[config.mk]
export PLATFORM = sky130hd
export DESIGN_NAME = sdio_fifo_credit_transfer_planner_core_flat
export DESIGN_NICKNAME = d
export VERILOG_FILES = /design/src/rtl/sfctp_pkg.sv /design/src/rtl/sfctp_ifs.sv /design/src/rtl/sfctp_div.sv /design/src/rtl/sfctp_dp.sv /design/src/rtl/sfctp_ctrl.sv /design/src/rtl/sdio_fifo_credit_transfer_planner_core.sv /design/src/flat_wrapper.sv
export VERILOG_INCLUDE_DIRS = /design/src /design/src/rtl
export SDC_FILE = /design/constraint.sdc
export NUM_CORES = 1
export LEC_CHECK = 0
export BUFFER_PORTS_ARGS = -buffer_cell sky130_fd_sc_hd__buf_2
export CAP_MARGIN = 10
export CORE_MARGIN = 2
export CORE_UTILIZATION = 60
export DETAILED_ROUTE_END_ITERATION = 7
export PLACE_DENSITY = 0.81
export RECOVER_POWER = 100
export SLEW_MARGIN = 20
export SYNTH_ARGS = -nofsm -noshare
export SYNTH_HDL_FRONTEND = slang
export SYNTH_HIERARCHICAL = 1
export SYNTH_SLANG_ARGS = --single-unit
export TNS_END_PERCENT = 50
[constraint.sdc]
create_clock -name i_clk -period 5.6 [get_ports i_clk]
set_clock_uncertainty 0.05 [all_clocks]
set_input_delay 0.84 -clock i_clk [delete_from_list [all_inputs] [get_ports i_clk]]
set_output_delay 0.84 -clock i_clk [all_outputs]
set_load 0.01 [all_outputs]
[src/rtl/sdio_fifo_credit_transfer_planner_core_macros.svh]
// Assertion macros for the SDIO FIFO credit and transfer planner.
// Included by the top level; relies on no other file.
`ifndef SDIO_FIFO_CREDIT_TRANSFER_PLANNER_CORE_MACROS_SVH
`define SDIO_FIFO_CREDIT_TRANSFER_PLANNER_CORE_MACROS_SVH

// Same-cycle implication, disabled while reset is low.
`define SFCTP_ASSERT_IMPL(lbl, clk, rst_n, ante, cons, msg) \
    lbl: assert property (@(posedge clk) disable iff (!(rst_n)) (ante) |-> (cons)) \
        else $error(msg);

// Next-cycle implication, disabled while reset is low.
`define SFCTP_ASSERT_NEXT(lbl, clk, rst_n, ante, cons, msg) \
    lbl: assert property (@(posedge clk) disable iff (!(rst_n)) (ante) |=> (cons)) \
        else $error(msg);

`endif

[src/rtl/sfctp_pkg.sv]
// Shared constants, codes and control structs of the SDIO FIFO transfer planner.
// Used by the divider, datapath, controller and top level; depends on nothing.
package sfctp_pkg;

    localparam int unsigned BLOCK_BYTES_DEF    = 512;
    localparam int unsigned RX_FRAME_LIMIT_DEF = 2048;

    // Divider and transfer length width; a length may reach 65536.
    localparam int unsigned DIV_W   = 17;
    localparam int unsigned CNT_W   = $clog2(DIV_W + 1);
    localparam int unsigned SENT_W  = 12;
    localparam int unsigned RECV_W  = 20;
    localparam int unsigned FLEN_W  = 16;
    localparam int unsigned WORD_W  = 32;
    localparam int unsigned CFG_IDX_W  = 1;
    localparam int unsigned CFG_DATA_W = 16;

    localparam logic [DIV_W-1:0]      FIFO_END_ADDR    = 17'h1F800;
    localparam logic [RECV_W-1:0]     RECV_FLOAT       = 20'hFFFFF;
    localparam logic [CFG_DATA_W-1:0] CREDIT_BUF_RESET = 16'd1536;

    typedef enum logic [CFG_IDX_W-1:0] {
        CFG_CREDIT_BUF = 1'b0,
        CFG_LINK_READY = 1'b1
    } t_cfg_idx;

    typedef enum logic [1:0] {
        ST_OK        = 2'd0,
        ST_NOT_READY = 2'd1,
        ST_NO_CREDIT = 2'd2,
        ST_NOTHING   = 2'd3
    } t_status;

    typedef enum logic [1:0] {
        EM_STAT  = 2'd0,
        EM_BLOCK = 2'd1,
        EM_TAIL  = 2'd2
    } t_emit;

    typedef struct packed {
        logic  capture;
        logic  div_start;
        logic  mod_quo;
        logic  mod_rem;
        logic  upd_sent;
        logic  upd_recv;
        logic  emit;
        t_emit kind;
    } t_dp_cmd;

    typedef struct packed {
        logic link_ready;
        logic is_recv;
        logic flen_zero;
        logic pending_zero;
        logic div_busy;
        logic no_credit;
        logic total_ge_block;
        logic rem_zero;
        logic out_free;
    } t_dp_stat;

    typedef struct packed {
        t_status            status;
        logic [DIV_W-1:0]   command_address;
        logic [DIV_W-1:0]   chunk_bytes;
        logic               block_mode;
        logic               is_write;
        logic [DIV_W-1:0]   payload_bytes;
        logic [SENT_W-1:0]  free_credits;
        logic [RECV_W-1:0]  queued_bytes;
        logic [DIV_W-1:0]   transfer_bytes;
        logic               last;
    } t_res;

endpackage

[src/rtl/sfctp_ifs.sv]
// Request and result channel interfaces of the SDIO FIFO transfer planner.
// Valid/ready handshake with the item payload; no package dependency.
interface sfctp_req_if;
    logic        valid;
    logic        ready;
    logic        action;
    logic [15:0] frame_length;
    logic [31:0] token_word;
    logic [31:0] length_word;

    modport source(output valid, action, frame_length, token_word, length_word, input ready);
    modport sink(input valid, action, frame_length, token_word, length_word, output ready);
endinterface

interface sfctp_res_if;
    logic        valid;
    logic        ready;
    logic [1:0]  status;
    logic [16:0] command_address;
    logic [16:0] chunk_bytes;
    logic        block_mode;
    logic        is_write;
    logic [16:0] payload_bytes;
    logic [11:0] free_credits;
    logic [19:0] queued_bytes;
    logic [16:0] transfer_bytes;
    logic        last;

    modport source(output valid, status, command_address, chunk_bytes, block_mode, is_write,
                   payload_bytes, free_credits, queued_bytes, transfer_bytes, last,
                   input ready);
    modport sink(input valid, status, command_address, chunk_bytes, block_mode, is_write,
                 payload_bytes, free_credits, queued_bytes, transfer_bytes, last,
                 output ready);
endinterface

[src/rtl/sfctp_div.sv]
// Restoring divider, one quotient bit per cycle, for the transfer planner datapath.
// Depends on sfctp_pkg for its widths.
module sfctp_div (
    input  logic                          i_clk,
    input  logic                          i_rst_n,
    input  logic                          i_start,
    input  logic [sfctp_pkg::DIV_W-1:0]   i_dividend,
    input  logic [sfctp_pkg::DIV_W-2:0]   i_divisor,
    output logic                          o_busy,
    output logic [sfctp_pkg::DIV_W-1:0]   o_quotient
);
    import sfctp_pkg::*;

    logic [DIV_W-1:0] r_acc, n_acc;
    logic [DIV_W-1:0] r_q, n_q;
    logic [DIV_W-2:0] r_dvs, n_dvs;
    logic [CNT_W-1:0] r_cnt, n_cnt;
    logic             r_busy, n_busy;
    logic [DIV_W-1:0] w_shift;
    logic [DIV_W-1:0] w_diff;
    logic             w_ge;

    // The partial remainder stays below the divisor, so the shift fits.
    assign w_shift = {r_acc[DIV_W-2:0], r_q[DIV_W-1]};
    assign w_ge    = w_shift >= {1'b0, r_dvs};
    assign w_diff  = w_shift - {1'b0, r_dvs};

    always_comb begin
        n_acc  = r_acc;
        n_q    = r_q;
        n_dvs  = r_dvs;
        n_cnt  = r_cnt;
        n_busy = r_busy;
        if (i_start) begin
            n_acc  = '0;
            n_q    = i_dividend;
            n_dvs  = i_divisor;
            n_cnt  = CNT_W'(DIV_W);
            n_busy = 1'b1;
        end else if (r_busy) begin
            n_acc = w_ge ? w_diff : w_shift;
            n_q   = {r_q[DIV_W-2:0], w_ge};
            n_cnt = r_cnt - CNT_W'(1);
            if (r_cnt == CNT_W'(1)) begin
                n_busy = 1'b0;
            end
        end
    end

    always_ff @(posedge i_clk) begin
        if (!i_rst_n) begin
            r_busy <= 1'b0;
            r_cnt  <= '0;
        end else begin
            r_busy <= n_busy;
            r_cnt  <= n_cnt;
        end
    end

    always_ff @(posedge i_clk) begin
        r_acc <= n_acc;
        r_q   <= n_q;
        r_dvs <= n_dvs;
    end

    assign o_busy      = r_busy;
    assign o_quotient  = r_q;

endmodule

[src/rtl/sfctp_dp.sv]
// Datapath of the transfer planner: configuration, counters, request registers,
// credit divider, block split and the result register. Depends on sfctp_pkg,
// sfctp_ifs, sfctp_div.
module sfctp_dp #(
    parameter int unsigned BLOCK_BYTES    = sfctp_pkg::BLOCK_BYTES_DEF,
    parameter int unsigned RX_FRAME_LIMIT = sfctp_pkg::RX_FRAME_LIMIT_DEF
) (
    input  logic                               i_clk,
    input  logic                               i_rst_n,
    input  logic                               i_cfg_we,
    input  logic [sfctp_pkg::CFG_IDX_W-1:0]    i_cfg_idx,
    input  logic [sfctp_pkg::CFG_DATA_W-1:0]   i_cfg_data,
    input  logic                               i_action,
    input  logic [sfctp_pkg::FLEN_W-1:0]       i_frame_length,
    input  logic [sfctp_pkg::WORD_W-1:0]       i_token_word,
    input  logic [sfctp_pkg::WORD_W-1:0]       i_length_word,
    input  sfctp_pkg::t_dp_cmd                 i_cmd,
    output sfctp_pkg::t_dp_stat                o_stat,
    sfctp_res_if.source                        o_res
);
    import sfctp_pkg::*;

    localparam logic [DIV_W-1:0]  BlkLen   = DIV_W'(BLOCK_BYTES);
    localparam logic [RECV_W-1:0] RxLimit  = RECV_W'(RX_FRAME_LIMIT);
    // Block size reciprocal, rounded up; it gives the exact quotient for every
    // 17-bit length.
    localparam int unsigned       RecipSh  = DIV_W + $clog2(BLOCK_BYTES);
    localparam int unsigned       RecipW   = DIV_W + 1;
    localparam int unsigned       ProdW    = DIV_W + RecipW;
    localparam logic [RecipW-1:0] RecipM   =
        RecipW'(((64'd1 << RecipSh) + 64'(BLOCK_BYTES) - 64'd1) / 64'(BLOCK_BYTES));

    logic [CFG_DATA_W-1:0] r_buf_bytes;
    logic                  r_link;
    logic [SENT_W-1:0]     r_sent;
    logic [RECV_W-1:0]     r_recv;
    logic                  r_act;
    logic [FLEN_W-1:0]     r_flen;
    logic [SENT_W-1:0]     r_freec;
    logic [RECV_W-1:0]     r_pending;
    logic [DIV_W-1:0]      r_total;
    logic [DIV_W-1:0]      r_bq;
    logic [DIV_W-1:0]      r_rem;
    logic                  r_ov;
    t_res                  r_res;
    t_res                  w_res;

    logic [SENT_W-1:0]     w_freec;
    logic [RECV_W-1:0]     w_lw;
    logic [RECV_W-1:0]     w_pend;
    logic [RECV_W-1:0]     w_take;
    logic [DIV_W-1:0]      w_padded;
    logic [DIV_W-2:0]      w_bsz;
    logic [DIV_W-1:0]      w_dividend;
    logic                  w_busy;
    logic [DIV_W-1:0]      w_quo;
    logic [ProdW-1:0]      w_prod;
    logic [DIV_W-1:0]      w_bq;
    logic [DIV_W-1:0]      w_blk_part;
    logic                  w_out_free;

    // Request decode, done against the counters as they stand at accept time.
    assign w_freec  = i_token_word[27:16] - r_sent;
    assign w_lw     = i_length_word[RECV_W-1:0];
    assign w_pend   = (w_lw == RECV_FLOAT) ? '0 : (w_lw - r_recv);
    assign w_take   = (w_pend > RxLimit) ? RxLimit : w_pend;
    assign w_padded = ({1'b0, i_frame_length} + 17'd3) & ~17'd3;

    // A zero buffer size counts as one byte per credit.
    assign w_bsz      = (r_buf_bytes == '0) ? (DIV_W-1)'(1) : r_buf_bytes;
    assign w_dividend = {1'b0, r_flen} + {1'b0, w_bsz} - 17'd1;

    sfctp_div u_div (
        .i_clk       (i_clk),
        .i_rst_n     (i_rst_n),
        .i_start     (i_cmd.div_start),
        .i_dividend  (w_dividend),
        .i_divisor   (w_bsz),
        .o_busy      (w_busy),
        .o_quotient  (w_quo)
    );

    // Whole blocks in the transfer, then the bytes left over for the tail.
    assign w_prod     = r_total * RecipM;
    assign w_bq       = DIV_W'(w_prod >> RecipSh);
    assign w_blk_part = r_bq * BlkLen;

    assign w_out_free = !r_ov || o_res.ready;

    always_ff @(posedge i_clk) begin
        if (!i_rst_n) begin
            r_buf_bytes <= CREDIT_BUF_RESET;
            r_link      <= 1'b0;
            r_sent      <= '0;
            r_recv      <= '0;
            r_ov        <= 1'b0;
        end else begin
            if (i_cfg_we) begin
                unique case (t_cfg_idx'(i_cfg_idx))
                    CFG_CREDIT_BUF: r_buf_bytes <= i_cfg_data;
                    CFG_LINK_READY: r_link      <= i_cfg_data[0];
                endcase
            end
            if (i_cmd.upd_sent) begin
                r_sent <= r_sent + w_quo[SENT_W-1:0];
            end
            if (i_cmd.upd_recv) begin
                r_recv <= r_recv + RECV_W'(r_total);
            end
            if (i_cmd.emit) begin
                r_ov <= 1'b1;
            end else if (o_res.ready) begin
                r_ov <= 1'b0;
            end
        end
    end

    always_ff @(posedge i_clk) begin
        if (i_cmd.capture) begin
            r_act     <= i_action;
            r_flen    <= i_frame_length;
            r_freec   <= w_freec;
            r_pending <= w_pend;
            r_total   <= i_action ? w_take[DIV_W-1:0] : w_padded;
        end
        if (i_cmd.mod_quo) begin
            r_bq <= w_bq;
        end
        if (i_cmd.mod_rem) begin
            r_rem <= r_total - w_blk_part;
        end
        if (i_cmd.emit) begin
            r_res <= w_res;
        end
    end

    // Result fields for the item the controller asks for.
    always_comb begin
        w_res                 = '0;
        w_res.status          = ST_OK;
        w_res.last            = 1'b1;
        w_res.is_write        = !r_act;
        w_res.free_credits    = r_act ? '0 : r_freec;
        w_res.queued_bytes    = r_act ? r_pending : '0;
        w_res.transfer_bytes  = r_total;
        case (i_cmd.kind)
            EM_BLOCK: begin
                w_res.command_address = FIFO_END_ADDR - r_total;
                w_res.chunk_bytes     = r_total - r_rem;
                w_res.payload_bytes   = r_total - r_rem;
                w_res.block_mode      = 1'b1;
                w_res.last            = (r_rem == '0);
            end
            EM_TAIL: begin
                w_res.command_address = FIFO_END_ADDR - r_rem;
                w_res.chunk_bytes     = (r_rem + 17'd3) & ~17'd3;
                w_res.payload_bytes   = r_rem;
            end
            default: begin
                // Single status item: the command fields stay zero.
                w_res.is_write       = 1'b0;
                w_res.free_credits   = '0;
                w_res.queued_bytes   = '0;
                w_res.transfer_bytes = '0;
                if (!r_link) begin
                    w_res.status = ST_NOT_READY;
                end else if (r_act) begin
                    w_res.status = ST_NOTHING;
                end else if (r_flen != '0) begin
                    w_res.status         = ST_NO_CREDIT;
                    w_res.free_credits   = r_freec;
                    w_res.transfer_bytes = r_total;
                end
            end
        endcase
    end

    always_comb begin
        o_stat.link_ready     = r_link;
        o_stat.is_recv        = r_act;
        o_stat.flen_zero      = (r_flen == '0);
        o_stat.pending_zero   = (r_pending == '0);
        o_stat.div_busy       = w_busy;
        o_stat.no_credit      = {{(DIV_W-SENT_W){1'b0}}, r_freec} < w_quo;
        o_stat.total_ge_block = r_total >= BlkLen;
        o_stat.rem_zero       = (r_rem == '0);
        o_stat.out_free       = w_out_free;
    end

    assign o_res.valid           = r_ov;
    assign o_res.status          = r_res.status;
    assign o_res.command_address = r_res.command_address;
    assign o_res.chunk_bytes     = r_res.chunk_bytes;
    assign o_res.block_mode      = r_res.block_mode;
    assign o_res.is_write        = r_res.is_write;
    assign o_res.payload_bytes   = r_res.payload_bytes;
    assign o_res.free_credits    = r_res.free_credits;
    assign o_res.queued_bytes    = r_res.queued_bytes;
    assign o_res.transfer_bytes  = r_res.transfer_bytes;
    assign o_res.last            = r_res.last;

endmodule

[src/rtl/sfctp_ctrl.sv]
// Controller state machine of the transfer planner; sequences the datapath.
// Depends on sfctp_pkg for the command and status structs.
module sfctp_ctrl (
    input  logic                  i_clk,
    input  logic                  i_rst_n,
    input  logic                  i_in_valid,
    output logic                  o_in_ready,
    input  sfctp_pkg::t_dp_stat   i_stat,
    output sfctp_pkg::t_dp_cmd    o_cmd
);
    import sfctp_pkg::*;

    typedef enum logic [6:0] {
        S_IDLE   = 7'b0000001,
        S_DECIDE = 7'b0000010,
        S_CRED   = 7'b0000100,
        S_MOD    = 7'b0001000,
        S_BLK    = 7'b0010000,
        S_TAIL   = 7'b0100000,
        S_STAT   = 7'b1000000
    } t_state;

    t_state r_state, n_state;

    assign o_in_ready = (r_state == S_IDLE) && i_rst_n;

    always_comb begin
        n_state = r_state;
        o_cmd   = '0;
        o_cmd.kind = EM_STAT;
        unique case (r_state)
            S_IDLE: begin
                if (i_in_valid && o_in_ready) begin
                    o_cmd.capture = 1'b1;
                    n_state       = S_DECIDE;
                end
            end
            S_DECIDE: begin
                // The whole-block count only needs the captured total.
                o_cmd.mod_quo = 1'b1;
                if (!i_stat.link_ready ||
                    (i_stat.is_recv ? i_stat.pending_zero : i_stat.flen_zero)) begin
                    n_state = S_STAT;
                end else if (!i_stat.is_recv) begin
                    o_cmd.div_start = 1'b1;
                    n_state         = S_CRED;
                end else begin
                    o_cmd.upd_recv = 1'b1;
                    n_state        = S_MOD;
                end
            end
            S_CRED: begin
                if (!i_stat.div_busy) begin
                    if (i_stat.no_credit) begin
                        n_state = S_STAT;
                    end else begin
                        o_cmd.upd_sent = 1'b1;
                        n_state        = S_MOD;
                    end
                end
            end
            S_MOD: begin
                o_cmd.mod_rem = 1'b1;
                n_state       = i_stat.total_ge_block ? S_BLK : S_TAIL;
            end
            S_BLK: begin
                o_cmd.kind = EM_BLOCK;
                if (i_stat.out_free) begin
                    o_cmd.emit = 1'b1;
                    n_state    = i_stat.rem_zero ? S_IDLE : S_TAIL;
                end
            end
            S_TAIL: begin
                o_cmd.kind = EM_TAIL;
                if (i_stat.out_free) begin
                    o_cmd.emit = 1'b1;
                    n_state    = S_IDLE;
                end
            end
            S_STAT: begin
                if (i_stat.out_free) begin
                    o_cmd.emit = 1'b1;
                    n_state    = S_IDLE;
                end
            end
            default: n_state = S_IDLE;
        endcase
    end

    always_ff @(posedge i_clk) begin
        if (!i_rst_n) begin
            r_state <= S_IDLE;
        end else begin
            r_state <= n_state;
        end
    end

endmodule

[src/rtl/sdio_fifo_credit_transfer_planner_core.sv]
// Top level of the SDIO FIFO credit and transfer planner.
// Depends on sfctp_pkg, sfctp_ifs, sfctp_ctrl, sfctp_dp and the macros header.
//
//   channel   dir   handshake       item
//   i_req     in    valid/ready     action, frame_length, token_word, length_word
//   o_res     out   valid/ready     one command or status descriptor, last on final
//   cfg       in    i_cfg_we        register index and 16-bit data, no wait
//
// One request at a time: a status-only request, a receive (with an optional byte-mode tail)
// or a send (likewise) is done before the next accept. A send waits on the one-bit-per-cycle
// credit divider; a send refused for credit ends in a status item.
// The block split is a reciprocal multiply and a remainder register.
// Synchronous active-low reset; no clearing pass. A stalled result sits in the output
// register and the next request is still taken; only the emitting state waits for it.
module sdio_fifo_credit_transfer_planner_core #(
    parameter int unsigned BLOCK_BYTES    = sfctp_pkg::BLOCK_BYTES_DEF,
    parameter int unsigned RX_FRAME_LIMIT = sfctp_pkg::RX_FRAME_LIMIT_DEF
) (
    input  logic                              i_clk,
    input  logic                              i_rst_n,
    input  logic                              i_cfg_we,
    input  logic [sfctp_pkg::CFG_IDX_W-1:0]   i_cfg_idx,
    input  logic [sfctp_pkg::CFG_DATA_W-1:0]  i_cfg_data,
    sfctp_req_if.sink                         i_req,
    sfctp_res_if.source                       o_res
);
    import sfctp_pkg::*;

    `include "sdio_fifo_credit_transfer_planner_core_macros.svh"

    t_dp_cmd  w_cmd;
    t_dp_stat w_stat;
    logic     w_in_ready;

    assign i_req.ready = w_in_ready;

    sfctp_ctrl u_ctrl (
        .i_clk      (i_clk),
        .i_rst_n    (i_rst_n),
        .i_in_valid (i_req.valid),
        .o_in_ready (w_in_ready),
        .i_stat     (w_stat),
        .o_cmd      (w_cmd)
    );

    sfctp_dp #(
        .BLOCK_BYTES    (BLOCK_BYTES),
        .RX_FRAME_LIMIT (RX_FRAME_LIMIT)
    ) u_dp (
        .i_clk          (i_clk),
        .i_rst_n        (i_rst_n),
        .i_cfg_we       (i_cfg_we),
        .i_cfg_idx      (i_cfg_idx),
        .i_cfg_data     (i_cfg_data),
        .i_action       (i_req.action),
        .i_frame_length (i_req.frame_length),
        .i_token_word   (i_req.token_word),
        .i_length_word  (i_req.length_word),
        .i_cmd          (w_cmd),
        .o_stat         (w_stat),
        .o_res          (o_res)
    );

    `SFCTP_ASSERT_NEXT(a_busy_after_accept, i_clk, i_rst_n, i_req.valid && i_req.ready, !i_req.ready, "request taken while a request is in work")
    `SFCTP_ASSERT_IMPL(a_first_is_block, i_clk, i_rst_n, o_res.valid && !o_res.last, o_res.block_mode && o_res.status == ST_OK, "non-final item is not a block command")
    `SFCTP_ASSERT_IMPL(a_status_no_cmd, i_clk, i_rst_n, o_res.valid && o_res.status != ST_OK, o_res.chunk_bytes == '0 && o_res.command_address == '0, "status item carries a command")
    `SFCTP_ASSERT_IMPL(a_block_whole, i_clk, i_rst_n, o_res.valid && o_res.block_mode, o_res.payload_bytes == o_res.chunk_bytes && o_res.chunk_bytes != '0, "block command payload differs from chunk")

endmodule
[src/flat_wrapper.sv]
// flat-port wrapper written by rule: the top's interface ports become plain ports
module sdio_fifo_credit_transfer_planner_core_flat import sfctp_pkg::*;
#(
    parameter int unsigned BLOCK_BYTES    = sfctp_pkg::BLOCK_BYTES_DEF,
    parameter int unsigned RX_FRAME_LIMIT = sfctp_pkg::RX_FRAME_LIMIT_DEF
)
  (i_clk, i_rst_n, i_cfg_we, i_cfg_idx, i_cfg_data, i_req_valid, i_req_action, i_req_frame_length, i_req_token_word, i_req_length_word, i_req_ready, o_res_valid, o_res_status, o_res_command_address, o_res_chunk_bytes, o_res_block_mode, o_res_is_write, o_res_payload_bytes, o_res_free_credits, o_res_queued_bytes, o_res_transfer_bytes, o_res_last, o_res_ready);
  sfctp_req_if i_req_i ();
  sfctp_res_if o_res_i ();
  input  logic i_clk;
  input  logic i_rst_n;
  input  logic i_cfg_we;
  input  logic [sfctp_pkg::CFG_IDX_W-1:0] i_cfg_idx;
  input  logic [sfctp_pkg::CFG_DATA_W-1:0] i_cfg_data;
  input wire logic [$bits(i_req_i.valid)-1:0] i_req_valid;
  input wire logic [$bits(i_req_i.action)-1:0] i_req_action;
  input wire logic [$bits(i_req_i.frame_length)-1:0] i_req_frame_length;
  input wire logic [$bits(i_req_i.token_word)-1:0] i_req_token_word;
  input wire logic [$bits(i_req_i.length_word)-1:0] i_req_length_word;
  output wire logic [$bits(i_req_i.ready)-1:0] i_req_ready;
  output wire logic [$bits(o_res_i.valid)-1:0] o_res_valid;
  output wire logic [$bits(o_res_i.status)-1:0] o_res_status;
  output wire logic [$bits(o_res_i.command_address)-1:0] o_res_command_address;
  output wire logic [$bits(o_res_i.chunk_bytes)-1:0] o_res_chunk_bytes;
  output wire logic [$bits(o_res_i.block_mode)-1:0] o_res_block_mode;
  output wire logic [$bits(o_res_i.is_write)-1:0] o_res_is_write;
  output wire logic [$bits(o_res_i.payload_bytes)-1:0] o_res_payload_bytes;
  output wire logic [$bits(o_res_i.free_credits)-1:0] o_res_free_credits;
  output wire logic [$bits(o_res_i.queued_bytes)-1:0] o_res_queued_bytes;
  output wire logic [$bits(o_res_i.transfer_bytes)-1:0] o_res_transfer_bytes;
  output wire logic [$bits(o_res_i.last)-1:0] o_res_last;
  input wire logic [$bits(o_res_i.ready)-1:0] o_res_ready;
  assign i_req_i.valid = i_req_valid;
  assign i_req_i.action = i_req_action;
  assign i_req_i.frame_length = i_req_frame_length;
  assign i_req_i.token_word = i_req_token_word;
  assign i_req_i.length_word = i_req_length_word;
  assign i_req_ready = i_req_i.ready;
  assign o_res_valid = o_res_i.valid;
  assign o_res_status = o_res_i.status;
  assign o_res_command_address = o_res_i.command_address;
  assign o_res_chunk_bytes = o_res_i.chunk_bytes;
  assign o_res_block_mode = o_res_i.block_mode;
  assign o_res_is_write = o_res_i.is_write;
  assign o_res_payload_bytes = o_res_i.payload_bytes;
  assign o_res_free_credits = o_res_i.free_credits;
  assign o_res_queued_bytes = o_res_i.queued_bytes;
  assign o_res_transfer_bytes = o_res_i.transfer_bytes;
  assign o_res_last = o_res_i.last;
  assign o_res_i.ready = o_res_ready;
  sdio_fifo_credit_transfer_planner_core #(.BLOCK_BYTES(BLOCK_BYTES), .RX_FRAME_LIMIT(RX_FRAME_LIMIT)) u_core (.i_clk(i_clk), .i_rst_n(i_rst_n), .i_cfg_we(i_cfg_we), .i_cfg_idx(i_cfg_idx), .i_cfg_data(i_cfg_data), .i_req(i_req_i), .o_res(o_res_i));
endmodule
==> metrics.yaml <==
status: "finished, violations left"
failed_checks: "max-capacitance violations, max-slew violations"
rsz0062_at_grt: "false"
ir_drop_mv: 0.213
cts.sinks: 308
drive_above_1_share: 0.0735
clk_pin_slew_worst_paths_ns: 0.06
clock_latency_ns: 0.53
rows: 65
wl_per_cell_um: 18.4
dp_worst_setup_slack_ns: 1.35
ys.flop_type: "edfxtp_1"
syn_inst: 1919
hp-class: "reg2reg"
synth.area.top_cells: "edfxtp_1, ha_1, dfxtp_1"
min_period_ns: 4.68
die_x_um: 182
critPathMaxFanout: 62
drtIter0Drc: 1330
cp.arrival_ns: 4.79
drt-pass1-iter-count: 6
met1_usage: 0.373
cpPeakStageDelay_ns: 2.39
yosysTopAreaCellShare: 0.363
grt_overflow: 0
startpoint_type: "flop"
drt-total-wl_mm: 45.9
finalCritPeriodShare: 0.836
dpl.hpwl_mm: 33.1
crit_path_end_kind: "flop"
nets: 2323
setup_viol: 0
ys_seq_area_frac: 0.446
async_flop_share: 0
drv_cap: 3
p_leak_uw: 0.00817
synth_fp_nets: 2174
grt_use_met3: 0.0519
cts_setup_buffers: 0
ant_nets: 0
synth_seq_cells: 308
relSlewSlack: -1.03
grt_max_degree: 63
fillers: 2450
fin_tns_setup_ns: 0
cts_resized: 0
synth_top_cell_by_area: "edfxtp_1"
layout_setup_ws_ns: 0.918
crit_type: "reg2reg"
coreArea_um2: 31300
maxSlewViolCount: 136
gp_congestion: 0.892
synthesis.area_um2: 19000
fp.dieH_um: 182
vias: 14853
worstPathRequired_ns: 5.70
grt_pass1_vias: 14510
antenna_found_initial: 6
slowest_stage: "o2111a_1"
die_area_um2: 33100
busiest_layer: "met2"
power_density_nw_per_um2: 302
cts_made_buffers: 35
synth_edf_count: 229
synthDistinctLibCells: 100
crit_start: "u_core/u_ctrl/r_state[2]$_SDFFE_PN0P_"
ys_warn_count: 6
min_from: "u_core/u_dp/r_buf_bytes[9]$_SDFFE_PN1P_"
grtUsageMet2: 0.450
start_util: 0.606
pin_count: 210
ctsHoldBuffers: 0
grt_pass1_wl_mm: 73.6
clockBufferDepth: 3
cts_tree: "done"
cts_max_level: 2
postSynthAreaPerCell_um2: 9.89
vias_per_cell: 5.94
r2r_start: "u_core/u_ctrl/r_state[2]$_SDFFE_PN0P_"
drc: 0
timing.fmax_mhz: 214
portBuffers: 177
hold_violations: 0
cp_cell_sequence: "nor4_1 > o2111a_1 > buf_4"
syn_to_final_growth_pct: 10.4
cts_root_buf: "clkbuf_16"
worstMarginPinSlew_ns: 3.04
gr-usage-all-layers: 0.275
-- critical path, delay by kind of cell, from the launching register on --
| kind | cells | cell delay, ns |
|---|---|---|
| AOI/OAI and AO/OA | 1 | 2.39 |
| buffers and inverters | 1 | 0.75 |
| DFF | 1 | 0.33 |
| and+or+nand+nor | 1 | 0.76 |
-- cells in the mapped netlist, types with 5 or more instances --
library cell,n
clkbuf_1,51
and3_1,15
o22ai_2,6
buf_6,5
a22o_1,6
nor3b_1,7
nor3_1,56
a21o_1,44
o21ai_1,6
nand2_1,121
nand4_1,15
xor2_1,37
edfxtp_1,229
a31oi_1,13
o21bai_1,6
a21boi_0,8
xnor2_1,84
nand3_1,49
fa_1,8
buf_2,5
nor2b_1,34
o211ai_1,12
o31ai_1,11
ha_1,144
mux2_2,16
a211oi_1,17
a211o_1,5
a311oi_1,11
nor4_1,19
and2_1,47
o21a_1,20
or3_1,13
inv_1,206
a21oi_1,111
o41ai_1,6
nand2b_1,23
a41oi_1,5
mux2i_1,31
dfxtp_1,79
nor2_1,161
o21ai_0,72
or2_2,7
-- layout by cell type, fill, tap and decap left out, drive strengths merged, types with 7 or more instances in the layout --
cell,instances
nand3,50
buf,53
o31ai,12
nor3b,7
o21ai,79
nor2b,34
xor2,37
nor4,20
inv,208
or2,8
clkinv,14
mux2,16
or3,15
clkbuf,176
xnor2,84
o22ai,10
and3,20
a311oi,11
edfxtp,229
and2,50
nor2,162
a211oi,17
dfxtp,79
a31oi,14
o211ai,12
mux2i,31
nand2b,23
nand2,122
nor3,57
ha,144
a21oi,112
a21boi,9
fa,8
a21o,44
o21a,20
nand4,15
-- metal layers --
| metal | up-vias | part of all wire |
|---|---|---|
| met4 | 6 | 0.027 |
| li1 | 7136 | - |
| met5 | - | 0.00091 |
| met1 | 6996 | 0.43 |
| met3 | 102 | 0.084 |
| met2 | 613 | 0.46 |
-- path summary, 6_finish.rpt --
path                                                                    end  slack (ns)  cells past startpoint
worst min-delay path                   u_core/u_dp/u_div/r_dvs[9]$_DFFE_PP_        0.40                      0
worst max-delay path            u_core/u_dp/o_res.chunk_bytes[11]$_DFFE_PP_        0.92                      3
worst min register to register         u_core/u_dp/u_div/r_dvs[9]$_DFFE_PP_        0.40                      0
worst max register to register  u_core/u_dp/o_res.chunk_bytes[11]$_DFFE_PP_        0.92                      3
-- layout make-up --
class                           count  area (um2)  share of cell area
Multi-Input combinational cell   1330        9250               0.442
Sequential cell                   308        8460               0.404
Clock buffer                       43         926              0.0442
Inverter                          207         777              0.0371
Timing Repair Buffer              186         774              0.0370
Tap cell                          402         503              0.0240
Clock inverter                     21         251              0.0120
Antenna cell                        3        7.51            0.000358
-- cell families after synthesis --
family | Yosys count | synth area share
buf+inv | 281 | 0.0609
xor+xnor | 121 | 0.0559
compound gates | 408 | 0.148
fa+ha+maj | 152 | 0.103
mux | 47 | 0.0259
simple gates | 602 | 0.160
flops | 308 | 0.446
-- per-stage QoR --
stage                     cells  total power (uW)  hold slack [ns]   util  area [um2]
final                      2500              6320            0.397  0.669       20900
after CTS                  2497              6370            0.394  0.679       21200
after global routing       2497              6590            0.406  0.669       20900
after global placement     2433              3980            0.400  0.641       20100
after floorplan            1919              3710            0.386      -       19000
after detailed placement   2433              4030            0.400  0.641       20100
-- power by group --
group / leakage (uW) / switching (uW) / internal [uW]
clock network: 0.000567 / 947 / 1380
registers: 0.00282 / 144 / 2640
logic: 0.00479 / 722 / 479
Power figures use the tool's default switching activity.
